**config.mk**
```make
export PLATFORM = sky130hd
export DESIGN_NAME = spi_nor_flash_sequencer_unit_flat
export DESIGN_NICKNAME = d
export VERILOG_FILES = /design/src/rtl/core/snfs_pkg.sv /design/src/rtl/core/snfs_if.sv /design/src/rtl/core/snfs_front.sv /design/src/rtl/core/snfs_back.sv /design/src/rtl/core/spi_nor_flash_sequencer_unit.sv /design/src/flat_wrapper.sv
export SDC_FILE = /design/constraint.sdc
export NUM_CORES = 1
export LEC_CHECK = 0
export ABC_CLOCK_PERIOD_IN_PS = 5400
export BUFFER_PORTS_ARGS = -buffer_cell sky130_fd_sc_hd__buf_2
export CORE_MARGIN = 8
export CORE_UTILIZATION = 30
export DETAILED_ROUTE_END_ITERATION = 10
export GPL_TIMING_DRIVEN = 0
export SETUP_SLACK_MARGIN = 0.5
export SLEW_MARGIN = 20
export SYNTH_ARGS = -nofsm -noshare
export SYNTH_HDL_FRONTEND = slang
export SYNTH_SLANG_ARGS = --single-unit
```
**constraint.sdc**
```tcl
create_clock -name clk -period 5.4 [get_ports clk]
set_clock_uncertainty 0.2 [all_clocks]
set_input_delay 1.08 -clock clk [delete_from_list [all_inputs] [get_ports clk]]
set_output_delay 1.08 -clock clk [all_outputs]
set_load 0.02 [all_outputs]
```
**src/rtl/core/snfs_pkg.sv**
```systemverilog
// Package for the SPI NOR flash sequencer: opcodes, result kinds, flash
// command bytes, geometry constants and the item structs. No dependencies.
`default_nettype none
package snfs_pkg;

  localparam int unsigned PAGE_BYTES   = 256;
  localparam int unsigned SECTOR_BYTES = 4096;
  localparam int unsigned PAGE_BITS    = $clog2(PAGE_BYTES);
  localparam int unsigned SECTOR_BITS  = $clog2(SECTOR_BYTES);
  localparam int unsigned ROOM_W       = PAGE_BITS + 1;
  localparam int unsigned SECT_W       = 24 - SECTOR_BITS;

  typedef enum logic [2:0] {
    OP_READ   = 3'd0,
    OP_WRITE  = 3'd1,
    OP_ERASE  = 3'd2,
    OP_CHIP   = 3'd3,
    OP_ID     = 3'd4,
    OP_WBYTE  = 3'd5,
    OP_REPLY  = 3'd6,
    OP_NONE   = 3'd7
  } op_t;

  typedef enum logic [1:0] {
    KIND_SPI  = 2'd0,
    KIND_READ = 2'd1,
    KIND_ID   = 2'd2,
    KIND_DONE = 2'd3
  } kind_t;

  localparam logic [7:0] CMD_WREN  = 8'h06;
  localparam logic [7:0] CMD_RDSR  = 8'h05;
  localparam logic [7:0] CMD_READ  = 8'h03;
  localparam logic [7:0] CMD_PP    = 8'h02;
  localparam logic [7:0] CMD_SE    = 8'h20;
  localparam logic [7:0] CMD_CE    = 8'hC7;
  localparam logic [7:0] CMD_RDID  = 8'h90;
  localparam logic [7:0] BYTE_DUMMY = 8'hFF;

  typedef struct packed {
    logic [2:0]  op;
    logic [1:0]  flash_port;
    logic [23:0] start_address;
    logic [23:0] byte_count;
    logic [7:0]  data_byte;
  } in_item_t;

  typedef struct packed {
    logic [1:0]  kind;
    logic [7:0]  mosi_byte;
    logic        end_frame;
    logic [1:0]  port_out;
    logic [7:0]  read_data;
    logic [15:0] id_value;
    logic        last;
  } out_item_t;

  // Up to three results caused by one input item.
  typedef struct packed {
    logic [1:0] count;
    out_item_t  r0;
    out_item_t  r1;
    out_item_t  r2;
  } res_group_t;

endpackage
`default_nettype wire

```
**src/rtl/core/snfs_if.sv**
```systemverilog
// Valid/ready channel interface carrying one payload item.
// Depends on snfs_pkg for the payload types.
`default_nettype none
interface snfs_in_if;
  logic                  valid;
  logic                  ready;
  snfs_pkg::in_item_t    payload;
  modport source (output valid, output payload, input ready);
  modport sink   (input valid, input payload, output ready);
endinterface

interface snfs_out_if;
  logic                  valid;
  logic                  ready;
  snfs_pkg::out_item_t   payload;
  modport source (output valid, output payload, input ready);
  modport sink   (input valid, input payload, output ready);
endinterface
`default_nettype wire

```
**src/rtl/core/snfs_front.sv**
```systemverilog
// Front part: accepts input items, runs the command sequencer state and
// produces a group of up to three results per item. Depends on snfs_pkg.
`default_nettype none
module snfs_front (
  input  wire logic                 clk,
  input  wire logic                 rst,
  input  wire logic                 in_valid,
  output logic                      in_ready,
  input  wire snfs_pkg::in_item_t   in_item,
  output logic                      grp_valid,
  input  wire logic                 grp_ready,
  output snfs_pkg::res_group_t      grp
);
  import snfs_pkg::*;

  typedef enum logic [3:0] {
    PH_IDLE, PH_WEN, PH_CMD, PH_ADDR, PH_RDATA, PH_WWAIT, PH_WDATA,
    PH_SRCMD, PH_SRDATA, PH_CHIP, PH_IDHI, PH_IDLO
  } phase_t;

  phase_t        phase, phase_next;
  logic [2:0]    active_command, active_command_next;
  logic [23:0]   cursor_address, cursor_address_next;
  logic [23:0]   bytes_left, bytes_left_next;
  logic [ROOM_W-1:0] page_room, page_room_next;
  logic [1:0]    frame_index, frame_index_next;
  logic [SECT_W-1:0] sectors_left, sectors_left_next;
  logic [15:0]   id_accumulator, id_accumulator_next;
  logic [1:0]    port_held, port_held_next;
  res_group_t    g;

  logic          fire;
  logic [23:0]   room_full;
  logic [SECT_W-1:0] sect_dec;
  logic [23:0]   bl_dec;
  logic [ROOM_W-1:0] pr_dec;
  logic [7:0]    addr_byte;
  logic          addr_end;

  assign in_ready = !grp_valid || grp_ready;
  assign fire     = in_valid && in_ready;

  // Append one result to the group being built.
  function automatic res_group_t put(res_group_t gi, logic [1:0] kind, logic [7:0] mosi,
                                     logic endf, logic [1:0] port, logic [7:0] rd,
                                     logic [15:0] id);
    out_item_t r;
    res_group_t go;
    r.kind = kind; r.mosi_byte = mosi; r.end_frame = endf; r.port_out = port;
    r.read_data = rd; r.id_value = id; r.last = 1'b0;
    go = gi;
    unique case (gi.count)
      2'd0:    go.r0 = r;
      2'd1:    go.r1 = r;
      default: go.r2 = r;
    endcase
    go.count = gi.count + 2'd1;
    return go;
  endfunction

  // Next-state and result generation for one accepted item.
  always_comb begin
    phase_next = phase;
    active_command_next = active_command;
    cursor_address_next = cursor_address;
    bytes_left_next = bytes_left;
    page_room_next = page_room;
    frame_index_next = frame_index;
    sectors_left_next = sectors_left;
    id_accumulator_next = id_accumulator;
    port_held_next = port_held;
    g = '0;
    room_full = 24'(PAGE_BYTES) - {{(24-PAGE_BITS){1'b0}}, in_item.start_address[PAGE_BITS-1:0]};
    bl_dec = (bytes_left != 24'd0) ? bytes_left - 24'd1 : 24'd0;
    pr_dec = (page_room != '0) ? page_room - ROOM_W'(1) : '0;
    sect_dec = (sectors_left != '0) ? sectors_left - SECT_W'(1) : '0;
    addr_byte = 8'd0;
    addr_end = 1'b0;
    if (phase == PH_IDLE) begin
      if (in_item.op <= OP_ID) begin
        port_held_next = in_item.flash_port;
        active_command_next = in_item.op;
        frame_index_next = 2'd0;
        unique case (in_item.op)
          OP_READ: begin
            cursor_address_next = in_item.start_address;
            bytes_left_next = in_item.byte_count;
            g = put(g, KIND_SPI, CMD_READ, 1'b0, in_item.flash_port, 8'd0, 16'd0);
            phase_next = PH_CMD;
          end
          OP_WRITE: begin
            cursor_address_next = in_item.start_address;
            bytes_left_next = in_item.byte_count;
            if (in_item.byte_count == 24'd0) begin
              g = put(g, KIND_DONE, 8'd0, 1'b0, in_item.flash_port, 8'd0, 16'd0);
              phase_next = PH_IDLE;
            end else begin
              page_room_next = (room_full < in_item.byte_count) ? ROOM_W'(room_full)
                                                                 : ROOM_W'(in_item.byte_count);
              g = put(g, KIND_SPI, CMD_WREN, 1'b1, in_item.flash_port, 8'd0, 16'd0);
              phase_next = PH_WEN;
            end
          end
          OP_ERASE: begin
            sectors_left_next = in_item.byte_count[23:SECTOR_BITS];
            cursor_address_next = {in_item.start_address[23:SECTOR_BITS],
                                   {SECTOR_BITS{1'b0}}};
            if (in_item.byte_count[23:SECTOR_BITS] == '0) begin
              g = put(g, KIND_DONE, 8'd0, 1'b0, in_item.flash_port, 8'd0, 16'd0);
              phase_next = PH_IDLE;
            end else begin
              g = put(g, KIND_SPI, CMD_WREN, 1'b1, in_item.flash_port, 8'd0, 16'd0);
              phase_next = PH_WEN;
            end
          end
          OP_CHIP: begin
            g = put(g, KIND_SPI, CMD_WREN, 1'b1, in_item.flash_port, 8'd0, 16'd0);
            phase_next = PH_WEN;
          end
          default: begin
            cursor_address_next = 24'd0;
            id_accumulator_next = 16'd0;
            g = put(g, KIND_SPI, CMD_RDID, 1'b0, in_item.flash_port, 8'd0, 16'd0);
            phase_next = PH_CMD;
          end
        endcase
      end
    end else if (in_item.op == OP_WBYTE) begin
      if (phase == PH_WWAIT) begin
        g = put(g, KIND_SPI, in_item.data_byte, page_room == ROOM_W'(1), port_held,
                8'd0, 16'd0);
        phase_next = PH_WDATA;
      end
    end else if (in_item.op == OP_REPLY && phase != PH_WWAIT) begin
      priority case (phase)
        PH_WEN: begin
          if (active_command == OP_WRITE) begin
            g = put(g, KIND_SPI, CMD_PP, 1'b0, port_held, 8'd0, 16'd0);
            phase_next = PH_CMD;
          end else begin
            frame_index_next = 2'd0;
            g = put(g, KIND_SPI, CMD_RDSR, 1'b0, port_held, 8'd0, 16'd0);
            phase_next = PH_SRCMD;
          end
        end
        PH_CMD, PH_ADDR: begin
          if (phase == PH_ADDR && frame_index == 2'd2) begin
            // All three address bytes sent.
            priority case (active_command)
              OP_READ: begin
                if (bytes_left != 24'd0) begin
                  g = put(g, KIND_SPI, BYTE_DUMMY, bytes_left == 24'd1, port_held,
                          8'd0, 16'd0);
                  phase_next = PH_RDATA;
                end else begin
                  g = put(g, KIND_DONE, 8'd0, 1'b0, port_held, 8'd0, 16'd0);
                  phase_next = PH_IDLE;
                end
              end
              OP_WRITE: phase_next = PH_WWAIT;
              OP_ERASE: begin
                frame_index_next = 2'd1;
                g = put(g, KIND_SPI, CMD_RDSR, 1'b0, port_held, 8'd0, 16'd0);
                phase_next = PH_SRCMD;
              end
              default: begin
                g = put(g, KIND_SPI, BYTE_DUMMY, 1'b0, port_held, 8'd0, 16'd0);
                phase_next = PH_IDHI;
              end
            endcase
          end else begin
            frame_index_next = (phase == PH_CMD) ? 2'd0 : frame_index + 2'd1;
            priority case (frame_index_next)
              2'd0:    addr_byte = cursor_address[23:16];
              2'd1:    addr_byte = cursor_address[15:8];
              default: addr_byte = cursor_address[7:0];
            endcase
            addr_end = (frame_index_next == 2'd2) &&
                       (active_command == OP_ERASE ||
                        (active_command == OP_READ && bytes_left == 24'd0));
            g = put(g, KIND_SPI, addr_byte, addr_end, port_held, 8'd0, 16'd0);
            phase_next = PH_ADDR;
          end
        end
        PH_RDATA: begin
          g = put(g, KIND_READ, 8'd0, 1'b0, port_held, in_item.data_byte, 16'd0);
          bytes_left_next = bl_dec;
          if (bl_dec != 24'd0) begin
            g = put(g, KIND_SPI, BYTE_DUMMY, bl_dec == 24'd1, port_held, 8'd0, 16'd0);
            phase_next = PH_RDATA;
          end else begin
            g = put(g, KIND_DONE, 8'd0, 1'b0, port_held, 8'd0, 16'd0);
            phase_next = PH_IDLE;
          end
        end
        PH_WDATA: begin
          page_room_next = pr_dec;
          bytes_left_next = bl_dec;
          cursor_address_next = cursor_address + 24'd1;
          if (pr_dec != '0) begin
            phase_next = PH_WWAIT;
          end else begin
            frame_index_next = 2'd1;
            g = put(g, KIND_SPI, CMD_RDSR, 1'b0, port_held, 8'd0, 16'd0);
            phase_next = PH_SRCMD;
          end
        end
        PH_SRCMD: begin
          g = put(g, KIND_SPI, BYTE_DUMMY, 1'b1, port_held, 8'd0, 16'd0);
          phase_next = PH_SRDATA;
        end
        PH_SRDATA: begin
          if (in_item.data_byte[0]) begin
            g = put(g, KIND_SPI, CMD_RDSR, 1'b0, port_held, 8'd0, 16'd0);
            phase_next = PH_SRCMD;
          end else begin
            // Flash idle: continue the command.
            priority case (active_command)
              OP_WRITE: begin
                if (bytes_left != 24'd0) begin
                  page_room_next = (bytes_left < 24'(PAGE_BYTES)) ? ROOM_W'(bytes_left)
                                                                   : ROOM_W'(PAGE_BYTES);
                  g = put(g, KIND_SPI, CMD_WREN, 1'b1, port_held, 8'd0, 16'd0);
                  phase_next = PH_WEN;
                end else begin
                  g = put(g, KIND_DONE, 8'd0, 1'b0, port_held, 8'd0, 16'd0);
                  phase_next = PH_IDLE;
                end
              end
              OP_ERASE: begin
                if (frame_index == 2'd0) begin
                  g = put(g, KIND_SPI, CMD_SE, 1'b0, port_held, 8'd0, 16'd0);
                  phase_next = PH_CMD;
                end else begin
                  cursor_address_next = cursor_address + 24'(SECTOR_BYTES);
                  sectors_left_next = sect_dec;
                  if (sect_dec != '0) begin
                    g = put(g, KIND_SPI, CMD_WREN, 1'b1, port_held, 8'd0, 16'd0);
                    phase_next = PH_WEN;
                  end else begin
                    g = put(g, KIND_DONE, 8'd0, 1'b0, port_held, 8'd0, 16'd0);
                    phase_next = PH_IDLE;
                  end
                end
              end
              OP_CHIP: begin
                if (frame_index == 2'd0) begin
                  g = put(g, KIND_SPI, CMD_CE, 1'b1, port_held, 8'd0, 16'd0);
                  phase_next = PH_CHIP;
                end else begin
                  g = put(g, KIND_DONE, 8'd0, 1'b0, port_held, 8'd0, 16'd0);
                  phase_next = PH_IDLE;
                end
              end
              default: begin
                g = put(g, KIND_DONE, 8'd0, 1'b0, port_held, 8'd0, 16'd0);
                phase_next = PH_IDLE;
              end
            endcase
          end
        end
        PH_CHIP: begin
          frame_index_next = 2'd1;
          g = put(g, KIND_SPI, CMD_RDSR, 1'b0, port_held, 8'd0, 16'd0);
          phase_next = PH_SRCMD;
        end
        PH_IDHI: begin
          id_accumulator_next = {in_item.data_byte, 8'd0};
          g = put(g, KIND_SPI, BYTE_DUMMY, 1'b1, port_held, 8'd0, 16'd0);
          phase_next = PH_IDLO;
        end
        PH_IDLO: begin
          id_accumulator_next = {id_accumulator[15:8], in_item.data_byte};
          g = put(g, KIND_ID, 8'd0, 1'b0, port_held, 8'd0,
                  {id_accumulator[15:8], in_item.data_byte});
          g = put(g, KIND_DONE, 8'd0, 1'b0, port_held, 8'd0, 16'd0);
          phase_next = PH_IDLE;
        end
        default: ;
      endcase
    end
    // Mark the last result of the group.
    unique case (g.count)
      2'd1:    g.r0.last = 1'b1;
      2'd2:    g.r1.last = 1'b1;
      2'd3:    g.r2.last = 1'b1;
      default: ;
    endcase
  end

  // Sequencer state and the registered result group.
  always_ff @(posedge clk) begin
    if (rst) begin
      phase <= PH_IDLE;
      active_command <= '0;
      cursor_address <= '0;
      bytes_left <= '0;
      page_room <= '0;
      frame_index <= '0;
      sectors_left <= '0;
      id_accumulator <= '0;
      port_held <= '0;
      grp_valid <= 1'b0;
    end else begin
      if (grp_valid && grp_ready) grp_valid <= 1'b0;
      if (fire) begin
        phase <= phase_next;
        active_command <= active_command_next;
        cursor_address <= cursor_address_next;
        bytes_left <= bytes_left_next;
        page_room <= page_room_next;
        frame_index <= frame_index_next;
        sectors_left <= sectors_left_next;
        id_accumulator <= id_accumulator_next;
        port_held <= port_held_next;
        grp_valid <= (g.count != 2'd0);
      end
    end
  end

  always_ff @(posedge clk) begin
    if (fire) grp <= g;
  end

endmodule
`default_nettype wire

```
**src/rtl/core/snfs_back.sv**
```systemverilog
// Back part: holds a short queue of result groups and emits their results
// one item per cycle while out_ready is high. Depends on snfs_pkg.
`default_nettype none
module snfs_back (
  input  wire logic                 clk,
  input  wire logic                 rst,
  input  wire logic                 grp_valid,
  output logic                      grp_ready,
  input  wire snfs_pkg::res_group_t grp,
  output logic                      out_valid,
  input  wire logic                 out_ready,
  output snfs_pkg::out_item_t       out_item
);
  import snfs_pkg::*;

  // Two-entry group queue, addressed by one-bit pointers.
  res_group_t q [2];
  logic       wr_ptr, rd_ptr;
  logic [1:0] fill;
  logic [1:0] sel;
  logic       push, pop_item, pop_grp;
  res_group_t head;

  assign head      = q[rd_ptr];
  assign grp_ready = (fill != 2'd2);
  assign push      = grp_valid && grp_ready;
  assign out_valid = (fill != 2'd0);
  assign pop_item  = out_valid && out_ready;
  assign pop_grp   = pop_item && (sel == head.count - 2'd1);

  // Pick the current result of the head group.
  always_comb begin
    unique case (sel)
      2'd0:    out_item = head.r0;
      2'd1:    out_item = head.r1;
      default: out_item = head.r2;
    endcase
  end

  // Queue pointers, fill count and position within the head group.
  always_ff @(posedge clk) begin
    if (rst) begin
      wr_ptr <= 1'b0;
      rd_ptr <= 1'b0;
      fill <= 2'd0;
      sel <= 2'd0;
    end else begin
      if (push) wr_ptr <= ~wr_ptr;
      if (pop_grp) begin
        rd_ptr <= ~rd_ptr;
        sel <= 2'd0;
      end else if (pop_item) begin
        sel <= sel + 2'd1;
      end
      fill <= fill + {1'b0, push} - {1'b0, pop_grp};
    end
  end

  always_ff @(posedge clk) begin
    if (push) q[wr_ptr] <= grp;
  end

endmodule
`default_nettype wire

```
**src/rtl/core/spi_nor_flash_sequencer_unit.sv**
```systemverilog
// Top level of the SPI NOR flash sequencer: sequencer front, result queue
// back. Depends on snfs_pkg, snfs_if, snfs_front and snfs_back.
`default_nettype none
// Each input item is a start command, a write-data byte or the flash's reply
// to the last byte sent; the block answers with up to three result items
// (bytes to send with frame ends, read data, the ID, done), last marking the
// final one. The sequencer accepts one item per cycle; results leave one
// per cycle, while out_ready is high, via a two-group queue; an item with
// several results emits them in turn; input stalls only on a full queue.
module spi_nor_flash_sequencer_unit (
  input  wire logic clk,
  input  wire logic rst,
  snfs_in_if.sink   in_ch,
  snfs_out_if.source out_ch
);
  import snfs_pkg::*;

  logic       grp_valid, grp_ready;
  res_group_t grp;

  snfs_front u_front (
    .clk(clk), .rst(rst),
    .in_valid(in_ch.valid), .in_ready(in_ch.ready), .in_item(in_ch.payload),
    .grp_valid(grp_valid), .grp_ready(grp_ready), .grp(grp)
  );

  snfs_back u_back (
    .clk(clk), .rst(rst),
    .grp_valid(grp_valid), .grp_ready(grp_ready), .grp(grp),
    .out_valid(out_ch.valid), .out_ready(out_ch.ready), .out_item(out_ch.payload)
  );

endmodule
`default_nettype wire
```
**src/flat_wrapper.sv**
```systemverilog
// flat-port wrapper written by rule: the top's interface ports become plain ports
module spi_nor_flash_sequencer_unit_flat import snfs_pkg::*;
  (clk, rst, in_ch_valid, in_ch_payload, in_ch_ready, out_ch_valid, out_ch_payload, out_ch_ready);
  snfs_in_if in_ch_i ();
  snfs_out_if out_ch_i ();
  input  wire logic clk;
  input  wire logic rst;
  input wire logic [$bits(in_ch_i.valid)-1:0] in_ch_valid;
  input wire logic [$bits(in_ch_i.payload)-1:0] in_ch_payload;
  output wire logic [$bits(in_ch_i.ready)-1:0] in_ch_ready;
  output wire logic [$bits(out_ch_i.valid)-1:0] out_ch_valid;
  output wire logic [$bits(out_ch_i.payload)-1:0] out_ch_payload;
  input wire logic [$bits(out_ch_i.ready)-1:0] out_ch_ready;
  assign in_ch_i.valid = in_ch_valid;
  assign in_ch_i.payload = in_ch_payload;
  assign in_ch_ready = in_ch_i.ready;
  assign out_ch_valid = out_ch_i.valid;
  assign out_ch_payload = out_ch_i.payload;
  assign out_ch_i.ready = out_ch_ready;
  spi_nor_flash_sequencer_unit u_core (.clk(clk), .rst(rst), .in_ch(in_ch_i), .out_ch(out_ch_i));
endmodule
```
==> implementation parameters <==
Parameter                              Value

Synth
  Netlist area before placement    13260 sq um
  Cell count after synthesis    1420
  Top post-synthesis cells by area    sky130_fd_sc_hd__edfxtp_1 32%, sky130_fd_sc_hd__dfxtp_1 14%, sky130_fd_sc_hd__nand2_1 4.7%, sky130_fd_sc_hd__nor2_1 3.5%, sky130_fd_sc_hd__o21ai_0 3.5%
  Post-synthesis simple-gate area fraction    22.10%
  Top-area cell type share of the netlist area    31.94%
  Async SR Flop Fraction    0%
  Warning count from the yosys run    0
  Largest area contributor in the netlist    sky130_fd_sc_hd__edfxtp_1
  Mux share of post-synthesis cell area    5.059%
  Sequential area share after synthesis    46.44%
  Net count after synthesis    1507
  Number of different library cells in the post-synthesis netlist    90
  Post-synth EDFFs    141
  XOR/XNOR Fraction of Synth Area    1.454%
  Primary flip-flop cell chosen by synthesis mapping    sky130_fd_sc_hd__edfxtp_1
  Flop and latch count out of synthesis    237
  Avg Inst Size Synth    9.336 sq um
  Compound-Gate Fraction of Synth Area    18.98%
  Main combinational cell family by area after synthesis    simple AND/OR/NAND/NOR gates
  Synthesized-area fraction occupied by adder cells    2.076%

STA
  Final worst path period need    4071 ps
  Ratio of final minimum period to clock period    75.38%
  Fmax    245.7 MHz
  Number of setup violations in the final report    0
  Worst slew margin    30.62%
  Endpoints failing hold    0
  Setup repair after global routing missed its margin    no
  Final Hold Slack    243.7 ps
  Least-Margin Pin Slew    1025 ps
  Setup total negative slack    0 ps
  Slew Viols, Final    0

Clock network
  Resize count post-CTS    0
  Setup Fix Bufs, Post-CTS    0
  Root Driver    sky130_fd_sc_hd__clkbuf_16
  Clock network latency to the later pin of the worst-skew pair    560 ps
  Buffer levels on the longest clock path    3
  Hold-fix buffer count after cts    0
  Number of CTS-inserted buffers    27
  CTS tree    built
  Clock net sink count    237
  Maximum level of the CTS H-tree    1
  Clock input transition at the sequential cells of the worst setup and hold paths    60 ps

Drt
  DRC Markers    0
  Total wire length    44030 um
  DRT antenna net count    0
  Number of vias per cell after detailed routing    5.479
  Number of vias in the routed layout    11870
  Violation count after the first detailed-routing iteration    1056
  Count of TritonRoute iterations in the first routing pass    6
  DR WL/cell    20.33 um

GRT
  Number of antenna violations at the first check in global routing    1
  Global-route usage over all layers    16.73%
  Overflow left after global routing    0
  First-pass GRT wire length    67410 um
  Maximum number of pins on one net before global-route repair    57
  Via count of the first global-routing pass    11330

Placement
  Routability cong.    0.9596
  DPL Wire Length    32880 um
  Number of port buffers    103
  Number of placed instances with taps included    2116

Cells and area
  Commonest cells after routing, fill and taps aside    167 x sky130_fd_sc_hd__nand2_1, 141 x sky130_fd_sc_hd__edfxtp_1, 124 x sky130_fd_sc_hd__nor2_1
  Area added between synthesis and finish    16.94%
  Count of non-filler cells in the finished layout    2166
  Post-layout util    35.29%
  Commonest non-fill, non-tap cell in the layout    sky130_fd_sc_hd__nand2_1
  N_diodes    0
  Fraction of layout instances using a drive strength above 1    14.74%
  Layout filler cell count    4514
  Net count reported at finish    1640

Setup path
  Data arrival time at the worst-slack endpoint    2790 ps
  Critical Path Sink Type    output pin
  Crit Path Max Fanout    10
  Element type at the critical path start    register
  Required time of the critical path    4120 ps
  Setup Crit Path Kind    register to output pin

Job
  Max-capacitance violation count    0

Power
  Power density cells    496.5 nW/um^2
  Total power consumption of the routed design    7697 uW
  IR Drop Worst-Case VDD    0.2373 mV
  Pleak    0.005568 uW

Outcome
  Outcome    finished, final reports clean

Die
  Horizontal extent of the die    226.2 um
  Total Die Area    51170 sq um
  I/O pin total    105
  Height of the die    226.2 um
  Std-Cell Core Area    43930 sq um
  Placement row count    77
  Starting Density    30.17%

Min path
  Hold/Removal Path Class    register to register
[power by group]
part	total, uW	leakage (uW)	internal (uW)	switching [uW]
Clock	1960	0.000469	1200	761
Combinational	3450	0.00298	1120	2330
Sequential	2290	0.00212	2120	169
Total	7700	0.00557	4440	3260
[sequential cells by signal, summed over array words and instances, names as in the netlist, named ones only]
register	flops
u_core.u_front.active_command	3
u_core.u_front.grp_valid	1
u_core.u_front.id_accumulator	8
u_core.u_back.fill	2
u_core.u_front.cursor_address	24
u_core.u_back.rd_ptr	1
u_core.u_back.wr_ptr	1
u_core.u_front.sectors_left	12
u_core.u_back.q	94
u_core.u_front.port_held	2
u_core.u_front.page_room	9
u_core.u_front.frame_index	2
u_core.u_front.bytes_left	24
u_core.u_back.sel	2
u_core.u_front.grp	47
u_core.u_front.phase	4
[worst paths after layout]
| kind | end | from | cells after the start | slack, ps |
|---|---|---|---|---|
| setup / recovery | out_ch_payload[27] | register | 5 | 1330 |
| hold reg to reg | u_core.u_back.q[1][77] | u_core.u_front.grp[77] | 0 | 240 |
| hold / removal | u_core.u_back.q[1][77] | u_core.u_front.grp[77] | 0 | 240 |
| setup reg to reg | u_core.u_front.grp[105] | u_core.u_front.bytes_left[0] | 11 | 1340 |
[worst max-delay path: stages (launching register included)]
cell                       delay, ps
sky130_fd_sc_hd__dfxtp_1         370
sky130_fd_sc_hd__clkbuf_1        530
sky130_fd_sc_hd__buf_1           530
sky130_fd_sc_hd__mux2_2          400
sky130_fd_sc_hd__a22o_1          240
sky130_fd_sc_hd__buf_2           160
[metal layers]
layer / wire [um] / vias to the layer above / track usage, %
met5: 13 / - / 0
met4: 1165 / 2 / 4.645
met3: 3151 / 81 / 2.727
met2: 20180 / 501 / 27.23
met1: 19530 / 5711 / 22.74
li1: - / 5572 / -
[cell usage after synthesis, types with 9 or more instances]
master / n
sky130_fd_sc_hd__nand4_1: 18
sky130_fd_sc_hd__nand3_1: 32
sky130_fd_sc_hd__mux2_2: 28
sky130_fd_sc_hd__nor3_1: 37
sky130_fd_sc_hd__dfxtp_1: 96
sky130_fd_sc_hd__and2_1: 25
sky130_fd_sc_hd__o21ai_0: 93
sky130_fd_sc_hd__nor4_1: 18
sky130_fd_sc_hd__a211oi_1: 18
sky130_fd_sc_hd__ha_1: 22
sky130_fd_sc_hd__inv_1: 34
sky130_fd_sc_hd__o211ai_1: 10
sky130_fd_sc_hd__edfxtp_1: 141
sky130_fd_sc_hd__a311oi_1: 12
sky130_fd_sc_hd__nand2b_1: 19
sky130_fd_sc_hd__o31ai_1: 26
sky130_fd_sc_hd__or3_1: 11
sky130_fd_sc_hd__nor2b_1: 34
sky130_fd_sc_hd__or2_2: 10
sky130_fd_sc_hd__a21oi_1: 84
sky130_fd_sc_hd__xnor2_1: 11
sky130_fd_sc_hd__and3_1: 26
sky130_fd_sc_hd__mux2i_1: 34
sky130_fd_sc_hd__a22o_1: 9
sky130_fd_sc_hd__clkbuf_1: 72
sky130_fd_sc_hd__a22oi_1: 33
sky130_fd_sc_hd__nand2_1: 167
sky130_fd_sc_hd__xor2_1: 11
sky130_fd_sc_hd__nor2_1: 125
[kinds of logic after synthesis]
family          Yosys count
other cells               1
fa+ha+maj                22
simple gates            573
xor+xnor                 22
buf+inv                 125
mux                      63
flops                   237
compound gates          377
[cell type report]
| class | instances | area (sq um) | share of cell area [%] |
|---|---|---|---|
| plain buffers | 91 | 389.1 | 2.510 |
| clock buffers | 38 | 777.0 | 5.012 |
| clock inverters | 12 | 176.4 | 1.138 |
| inverters | 34 | 127.6 | 0.8232 |
| multi-input cells | 1058 | 6600 | 42.57 |
| flip-flops and latches | 237 | 6156 | 39.71 |
| well taps | 592 | 740.7 | 4.778 |
| repair buffers | 104 | 535.5 | 3.454 |
[stage by stage]
stage	area [sq um]	worst slack, ps
after detailed placement	14550	971.1
after global placement	14510	-182.8
after global routing	15500	1138
final	15500	1329
after CTS	15500	1284
after floorplan	13260	1210
Note: power is estimated with default switching activity, not from simulation.
